--- src/rtl/core/lrs_pkg.sv ---
`default_nettype none

package lrs_pkg;

    localparam int DEPTH_DEF    = 64;
    localparam int TAG_BITS_DEF = 48;
    localparam int LINE_BITS    = 48;
    localparam int AGE_BITS     = 16;
    localparam int CFG_BITS     = 7;

    localparam logic [CFG_BITS-1:0] CFG_RESET = 7'd64;
    localparam logic [AGE_BITS-1:0] AGE_MAX   = '1;

    typedef enum logic {
        CMD_ACCESS = 1'b0,
        CMD_QUERY  = 1'b1
    } cmd_t;

    typedef struct packed {
        cmd_t                 cmd;
        logic [LINE_BITS-1:0] line_id;
    } req_t;

    typedef struct packed {
        logic                found;
        logic [AGE_BITS-1:0] age;
    } rsp_t;

    typedef struct packed {
        logic clear;
        logic load;
    } cell_ctl_t;

    function automatic logic [AGE_BITS-1:0] age_up(input logic [AGE_BITS-1:0] a);
        logic [AGE_BITS-1:0] r;
        if (a == AGE_MAX)
            r = AGE_MAX;
        else
            r = a + AGE_BITS'(1);
        return r;
    endfunction

endpackage

`default_nettype wire

--- src/rtl/core/lrs_cell.sv ---
`default_nettype none

module lrs_cell
    import lrs_pkg::*;
#(
    parameter int TAG_BITS = TAG_BITS_DEF
) (
    input  wire logic                clk,
    input  wire logic                rst_n,
    input  wire cell_ctl_t           ctl,
    input  wire logic [TAG_BITS-1:0] up_tag,
    input  wire logic                up_valid,
    input  wire logic [AGE_BITS-1:0] up_age,
    input  wire logic [TAG_BITS-1:0] cmp_tag,
    output logic [TAG_BITS-1:0]      tag,
    output logic                     valid,
    output logic [AGE_BITS-1:0]      age,
    output logic [AGE_BITS-1:0]      aged,
    output logic                     match
);

    logic [TAG_BITS-1:0] tag_reg;
    logic                valid_reg;
    logic [AGE_BITS-1:0] age_reg;

    always_ff @(posedge clk or negedge rst_n)
    begin
        if (!rst_n)
        begin
            valid_reg <= 1'b0;
        end
        else if (ctl.clear)
        begin
            valid_reg <= 1'b0;
        end
        else if (ctl.load)
        begin
            valid_reg <= up_valid;
        end
    end

    always_ff @(posedge clk)
    begin
        if (ctl.load)
        begin
            tag_reg <= up_tag;
            age_reg <= up_age;
        end
    end

    assign tag   = tag_reg;
    assign valid = valid_reg;
    assign age   = age_reg;
    assign aged  = age_up(age_reg);
    assign match = valid_reg && (tag_reg == cmp_tag);

endmodule

`default_nettype wire

--- src/rtl/core/lru_stack_reuse_distance_core.sv ---
// Requests are registered on acceptance; a response is registered when the output slot frees.
// Throughput: one request per cycle while responses are taken; a held response stalls intake.
// Each cycle all cells compare in parallel, and on an access the stack shifts one cell at once.
// Reset clears every cell valid bit at once (no sweep) and sets the active count to 64.
// A config write of a new active count clears the stack in that same cycle.
`default_nettype none

module lru_stack_reuse_distance_core
    import lrs_pkg::*;
#(
    parameter int DEPTH    = DEPTH_DEF,
    parameter int TAG_BITS = TAG_BITS_DEF
) (
    input  wire logic                clk,
    input  wire logic                rst_n,
    input  wire logic                req_valid,
    output logic                     req_ready,
    input  wire req_t                req_data,
    output logic                     rsp_valid,
    input  wire logic                rsp_ready,
    output rsp_t                     rsp_data,
    input  wire logic                cfg_valid,
    output logic                     cfg_ready,
    input  wire logic [CFG_BITS-1:0] cfg_data
);

    localparam int CMP_W = (CFG_BITS > $clog2(DEPTH) + 1) ? CFG_BITS : $clog2(DEPTH) + 1;

    logic                req_valid_reg;
    cmd_t                req_cmd_reg;
    logic [TAG_BITS-1:0] req_tag_reg;
    logic                rsp_valid_reg;
    rsp_t                rsp_reg;
    logic [CFG_BITS-1:0] active_reg;

    logic                done;
    logic                access_go;
    logic                clear;
    logic [AGE_BITS-1:0] hit_age;

    logic [DEPTH-1:0]    cell_active;
    logic [DEPTH-1:0]    cell_match;
    logic [DEPTH-1:0]    cell_valid;
    logic [DEPTH-1:0]    hit_vec;
    logic [DEPTH-1:0]    pre_hit;
    logic [TAG_BITS-1:0] cell_tag  [DEPTH];
    logic [AGE_BITS-1:0] cell_age  [DEPTH];
    logic [AGE_BITS-1:0] cell_aged [DEPTH];
    cell_ctl_t           cell_ctl  [DEPTH];

    assign done      = req_valid_reg && (!rsp_valid_reg || rsp_ready);
    assign access_go = done && (req_cmd_reg == CMD_ACCESS);
    assign req_ready = !req_valid_reg || done;
    assign cfg_ready = 1'b1;
    assign clear     = cfg_valid && cfg_ready && (cfg_data != active_reg);

    // request capture
    always_ff @(posedge clk or negedge rst_n)
    begin
        if (!rst_n)
        begin
            req_valid_reg <= 1'b0;
        end
        else if (req_ready)
        begin
            req_valid_reg <= req_valid;
        end
    end

    always_ff @(posedge clk)
    begin
        if (req_valid && req_ready)
        begin
            req_cmd_reg <= req_data.cmd;
            req_tag_reg <= TAG_BITS'(req_data.line_id);
        end
    end

    // active count
    always_ff @(posedge clk or negedge rst_n)
    begin
        if (!rst_n)
        begin
            active_reg <= CFG_RESET;
        end
        else if (clear)
        begin
            active_reg <= cfg_data;
        end
    end

    // cell row
    genvar i;
    generate
        for (i = 0; i < DEPTH; i++)
        begin : g_cell
            logic [TAG_BITS-1:0] up_tag;
            logic                up_valid;
            logic [AGE_BITS-1:0] up_age;

            if (i == 0)
            begin : g_top
                assign up_tag     = req_tag_reg;
                assign up_valid   = 1'b1;
                assign up_age     = '0;
                assign pre_hit[i] = 1'b0;
                assign cell_active[i] = 1'b1;
            end
            else
            begin : g_body
                assign up_tag     = cell_tag[i-1];
                assign up_valid   = cell_valid[i-1];
                assign up_age     = cell_aged[i-1];
                assign pre_hit[i] = |hit_vec[i-1:0];
                assign cell_active[i] = CMP_W'(i) < CMP_W'(active_reg);
            end

            assign hit_vec[i]       = cell_match[i] && cell_active[i];
            assign cell_ctl[i].clear = clear;
            assign cell_ctl[i].load  = access_go && cell_active[i] && !pre_hit[i];

            lrs_cell #(
                .TAG_BITS (TAG_BITS)
            ) u_cell (
                .clk      (clk),
                .rst_n    (rst_n),
                .ctl      (cell_ctl[i]),
                .up_tag   (up_tag),
                .up_valid (up_valid),
                .up_age   (up_age),
                .cmp_tag  (req_tag_reg),
                .tag      (cell_tag[i]),
                .valid    (cell_valid[i]),
                .age      (cell_age[i]),
                .aged     (cell_aged[i]),
                .match    (cell_match[i])
            );
        end
    endgenerate

    // at most one active cell matches, so an OR picks its age
    always_comb
    begin
        hit_age = '0;
        for (int k = 0; k < DEPTH; k++)
        begin
            if (hit_vec[k])
                hit_age = hit_age | cell_age[k];
        end
    end

    // response register
    always_ff @(posedge clk or negedge rst_n)
    begin
        if (!rst_n)
        begin
            rsp_valid_reg <= 1'b0;
        end
        else if (done)
        begin
            rsp_valid_reg <= 1'b1;
        end
        else if (rsp_ready)
        begin
            rsp_valid_reg <= 1'b0;
        end
    end

    always_ff @(posedge clk)
    begin
        if (done)
        begin
            rsp_reg.found <= |hit_vec;
            rsp_reg.age   <= hit_age;
        end
    end

    assign rsp_valid = rsp_valid_reg;
    assign rsp_data  = rsp_reg;

`ifndef SYNTH
    a_unique_hit: assert property (@(posedge clk) disable iff (!rst_n)
        req_valid_reg |-> $onehot0(hit_vec))
        else $error("more than one active cell matches");

    a_rsp_loaded: assert property (@(posedge clk) disable iff (!rst_n)
        done |=> rsp_valid_reg)
        else $error("finished request left no response");

    a_top_after_access: assert property (@(posedge clk) disable iff (!rst_n)
        (access_go && !clear) |=> (cell_valid[0] && (cell_age[0] == '0)))
        else $error("accessed line not on top with age zero");

    a_clear_empties: assert property (@(posedge clk) disable iff (!rst_n)
        clear |=> (cell_valid == '0))
        else $error("stack not empty after active count change");
`endif

endmodule

`default_nettype wire

--- config.mk ---
export PLATFORM = sky130hd
export DESIGN_NAME = lru_stack_reuse_distance_core
export DESIGN_NICKNAME = d
export VERILOG_FILES = /design/src/rtl/core/lrs_pkg.sv /design/src/rtl/core/lrs_cell.sv /design/src/rtl/core/lru_stack_reuse_distance_core.sv
export SDC_FILE = /design/constraint.sdc
export NUM_CORES = 2
export LEC_CHECK = 0
export BUFFER_PORTS_ARGS = -buffer_cell sky130_fd_sc_hd__buf_2
export CORE_ASPECT_RATIO = 1.5
export CORE_UTILIZATION = 50
export CTS_CLUSTER_DIAMETER = 150
export DETAILED_ROUTE_END_ITERATION = 6
export HOLD_SLACK_MARGIN = 0.1
export MAX_ROUTING_LAYER = met4
export PLACE_DENSITY = 0.68
export SLEW_MARGIN = 5
export SYNTH_ARGS = -nofsm -noshare
export SYNTH_HDL_FRONTEND = slang
export SYNTH_SLANG_ARGS = --single-unit
--- constraint.sdc ---
create_clock -name clk -period 12.45 [get_ports clk]
set_input_delay 1.8675 -clock clk [delete_from_list [all_inputs] [get_ports clk]]
set_output_delay 1.8675 -clock clk [all_outputs]
set_load 0.01 [all_outputs]
# --- After elaboration in Yosys (flattened, before gate mapping) ---
# Index checks and enable logic that the tools add are counted.
word_totals:
  regBits: 3211
classes:
  n_lt_le_gt_ge: 63
  n_eq_ne: 65
  muxes: 193
  bitwise: 1
  n_reduce_logical: 452
op_table:
  columns: ["operator", "count"]
  rows:
  - ["$eq A48 B48 Y1", 64]
  - ["$logic_and A1 B1 Y1", 257]
  - ["$lt A6 B7 Y1 const A", 32]
  - ["$mux W6", 32]
  - ["$mux W1", 131]
  - ["$reduce_bool A2 Y1", 65]
  - ["$lt A5 B7 Y1 const A", 16]
  - ["$mux W5", 16]
  - ["$logic_not A1 Y1", 65]
  - ["$reduce_or A64 Y1", 1]
  - ["$reduce_or A63 Y1", 1]
  - ["$reduce_or A62 Y1", 1]
  - ["$reduce_or A61 Y1", 1]
  - ["$reduce_or A60 Y1", 1]
  - ["$reduce_or A59 Y1", 1]
  - ["$reduce_or A58 Y1", 1]
  - ["$reduce_or A57 Y1", 1]
  - ["$lt A4 B7 Y1 const A", 8]
  - ["$reduce_or A56 Y1", 1]
  - ["$reduce_or A55 Y1", 1]
  - ["$reduce_or A54 Y1", 1]
  - ["$reduce_or A53 Y1", 1]
  - ["$reduce_or A52 Y1", 1]
  - ["$reduce_or A51 Y1", 1]
  - ["other kinds (58)", 74]

# --- Depth between registers and ports, before layout ---
depth:
  ltp_word: 66
  depth_mapped: 17
  depth_no_buf: 9

# --- Hierarchy ---
# Synthesis repeated with hierarchy kept, for this count alone.
unflattened:
  cells_unflattened: 14250
  area_unflattened_um2: 196060.5
modules_own_cells:
  columns: ["module", "n_inst", "cells_each", "area_each_um2", "seq_area_each_um2"]
  rows:
  - ["lrs_cell", 64, 200, 2884.0, 1946.9]
  - ["lru_stack_reuse_distance_core", 1, 1450, 11483.5, 2208.4]

# --- Least setup slack after synthesis ---
# Ideal clock, no wire load.
synth_timing:
  path_kind: "in2reg"
  start: "in rsp_ready"
  end: "reg g_cell[6].u_cell.valid_reg"
  arrival_ps: 10821
  slack_ps: 1497
  path_stages: 8
  n_path_buf: 0
  cell_sequence: "nand2b_1 nand2_1 nor2_1 o21ai_1 nor3_1 nor4b_1 mux2i_1 nor2_1"
synth_rtl:
  columns: ["element", "line_no", "text"]
  rows:
  - ["start, declared", "lru_stack_reuse_distance_core.sv:20", "input wire logic rsp_ready,"]
  - ["end signal, assigned", "lrs_cell.sv:38", "valid_reg <= up_valid;"]
  - ["end, declared", "lrs_cell.sv:23", "logic valid_reg;"]

==> run_results.csv <==
group,metric,value,unit
placement,io_buffers,69,
die,rows,235,
sta,tightest_slew,1427,ps
sta,post-route-min-period,6625,ps
global_route,grt_pass1_vias,80710,
sta,period_share,53.21,%
logic_synthesis,ys_seq_elements,3201,
sta,fin_ws,5825,ps
sta,rsz0062_at_grt,"false",
sta,drv_slew,0,
drt,routed_wl,544300,um
drt,avgRoutedWirePerCell,43.53,um
logic_synthesis,netlist_instances,8467,
sta,timing.setup.tns,0,ps
clocking,cts_buffer_depth,4,
power,cellLeakagePower,44.85,nW
drt,avgViaCountPerCell,6.513,
clocking,clkLatencyLatePin,960,ps
drt,first_pass_iters,6,
global_route,grt_max_degree,67,
global_route,grt_overflow_total,0,
logic_synthesis,synth_area_per_cell,16.24,um^2
placement,place_inst,11910,
worst_setup_path,end_kind,"register",
die,die_h,644.3,um
worst_setup_path,cp.required,12980,ps
logic_synthesis,ys_types,117,
placement,place.gp.congestion,1.052,
sta,finalSetupViolCount,0,
die,core_area,273200,um^2
clocking,clock_sinks,3201,
logic_synthesis,synth_edf_count,3128,
die,ios,81,
status,status,"completed",
placement,hpwl,373600,um
logic_synthesis,synth-seq-area-share,69.64,%
logic_synthesis,synth_flop_cell,"edfxtp_1",
drt,drc,0,
logic_synthesis,syn_area,137500,um^2
clocking,htreeDepth,5,
drt,drt-initial-drc-count,10910,
layout,syn_to_final_growth,9.491,%
hold_path,hold_path.class,"register to register",
clocking,post_cts_resized,0,
global_route,grt_usage,40.02,%
worst_setup_path,crit_type,"register to register",
job,timing.max_cap.violations,0,
layout,fill_cells,21500,
power,p_per_area,162.3,nW/um^2
clocking,cts_inserted_buffers,312,
layout,drive_above_1_share,9.831,%
clocking,clk_pin_slew_worst_paths,60,ps
placement,place_ws,5645,ps
power,peakVddDrop,164.9,uV
logic_synthesis,synth_top_cell_by_area,"edfxtp_1",
sta,worst_hold_slack,448.3,ps
layout,final_core_util,55.11,%
global_route,antenna_found_initial,38,
die,die_width,430.2,um
logic_synthesis,yosysWarnings,0,
logic_synthesis,async_flop_share,2.281,%
clocking,cts_tree,"done",
layout,largest_reg_flops,3072,
sta,finalHoldViolCount,0,
sta,slew_headroom,4.896,%
sta,skew,67.11,ps
die,die_area,277100,um^2
drt,via_count,81440,
clocking,cts_root_buf,"clkbuf_16",
clocking,post_cts_buffers,0,
die,initial_utilization,50.34,%
global_route,grt_pass1_wl,713000,um
layout,fin_cells,12500,
worst_setup_path,cp-start-kind,"register",
clocking,cts_hold_buf,0,
drt,drt.antenna.violating_nets,0,
layout,nets,8734,
sta,fmax,0.1509,GHz
logic_synthesis,yosys.area.top_type_share,68.31,%
worst_setup_path,cp.arrival,7150,ps
logic_synthesis,synthTopCellsByArea,"edfxtp_1, xnor2_1, xor2_1",
worst_setup_path,path_max_fanout,48,
==> Yosys cell counts (10+ instances only) <==
cell / count
a22o_1: 22
a2111oi_0: 12
o22ai_1: 50
buf_4: 141
o21ai_0: 31
mux2i_1: 29
buf_12: 15
edfxtp_1: 3128
nor2_1: 96
and4_1: 12
nand4_1: 503
xor2_1: 1111
o221ai_1: 11
o41ai_1: 14
buf_2: 29
a21oi_1: 68
inv_1: 87
nand2_1: 95
or3_1: 14
o31ai_1: 12
xnor2_1: 1741
nand2b_1: 56
nor2b_1: 21
o2111ai_1: 21
nor3_1: 96
and3_1: 20
o2bb2ai_1: 34
a221oi_1: 10
clkbuf_1: 29
a21o_1: 11
nand3_1: 66
nor4_1: 388
buf_8: 56
or4_1: 23
buf_6: 129
a222oi_1: 10
dfrtp_1: 72
==> critical path, stage by stage, from the launching register on <==
cell	delay, ps
dfrtp_1	880
or3_1	620
a21oi_1	980
nor3_1	140
nand3_1	280
o22ai_1	310
nor4_2	770
and3b_1	660
buf_4	330
nand2_1	230
nor2_4	930
==> cell type report <==
class                   count  area, um^2  share of cell area, %
diodes                     38       95.09                0.06316
clock buffers             395        8327                  5.531
clock inverters           157        1456                 0.9674
inverters                  97       364.1                 0.2419
multi-input cells        4771       37790                  25.10
flip-flops and latches   3201       95760                  63.61
well taps                3555        4448                  2.955
repair buffers            290        2307                  1.533
==> per-stage QoR <==
stage          power (mW)  cell area (um^2)
6_report            24.43            150500
5_1_grt             24.79            150500
4_1_cts             24.32            150400
3_5_place_dp        15.04            140600
3_3_place_gp        15.03            140600
2_1_floorplan       14.09            137500
==> final timing paths <==
path / start / endpoint / slack, ps / depth (start not counted)
worst max-delay path: active_reg[2]$_DFFE_PN0P_ / g_cell[46].u_cell.tag[18]$_DFFE_PP_ / 5820 / 10
worst min-delay path: g_cell[14].u_cell.tag[3]$_DFFE_PP_ / g_cell[15].u_cell.tag[3]$_DFFE_PP_ / 450 / 0
worst max register to register: active_reg[2]$_DFFE_PN0P_ / g_cell[46].u_cell.tag[18]$_DFFE_PP_ / 5820 / 10
worst min register to register: g_cell[14].u_cell.tag[3]$_DFFE_PP_ / g_cell[15].u_cell.tag[3]$_DFFE_PP_ / 450 / 0
max in group asynchronous: rst_n / g_cell[61].u_cell.valid$_DFFE_PN0P_ / 10140 / 2
min in group asynchronous: rst_n / g_cell[5].u_cell.valid$_DFFE_PN0P_ / 970 / 1
==> logic make-up (layout without fill, tap and decap cells) <==
logic type | Yosys count | in the layout | synth area share [%]
AO/OA/AOI/OAI | 399 | 399 | 2.251
other | 2 | 49 | 0.005462
flip-flops | 3201 | 3201 | 69.64
XOR/XNOR | 2852 | 2852 | 18.17
multiplexers | 35 | 35 | 0.2603
AND/OR/NAND/NOR | 1474 | 1474 | 6.506
buffers and inverters | 504 | 939 | 3.167
==> cells in the final DEF (no fill, tap or decap), types with 29 or more instances in the layout <==
cell type  count
nor4_1       373
nor2_1        84
o2bb2ai_1     34
clkinv_1      62
xor2_1      1111
o22ai_1       50
diode_2       38
nand3_1       66
mux2i_1       29
inv_1         87
dfrtp_1       72
buf_4        198
nand2_1       95
nand4_1      503
buf_2         68
clkinv_2      49
xnor2_1     1741
nand2b_1      56
o21ai_0       30
edfxtp_1    3128
clkbuf_1      69
a21oi_1       68
clkbuf_16    318
nor3_1        75
==> metal layers <==
| layer | global-route usage (%) | vias to the layer above | share of wire (%) |
|---|---|---|---|
| met4 | 38.35 | 0 | 12 |
| met5 | - | - | 0 |
| met2 | 65.69 | 5799 | 49 |
| met1 | 39.43 | 41330 | 30 |
| li1 | - | 31890 | - |
| met3 | 7.940 | 2410 | 8.4 |
==> power by group <==
group,internal [mW],switching (mW)
registers,12.3,0.446
logic,0.622,1.52
clock network,5.28,4.24
Power figures use the tool's default switching activity.
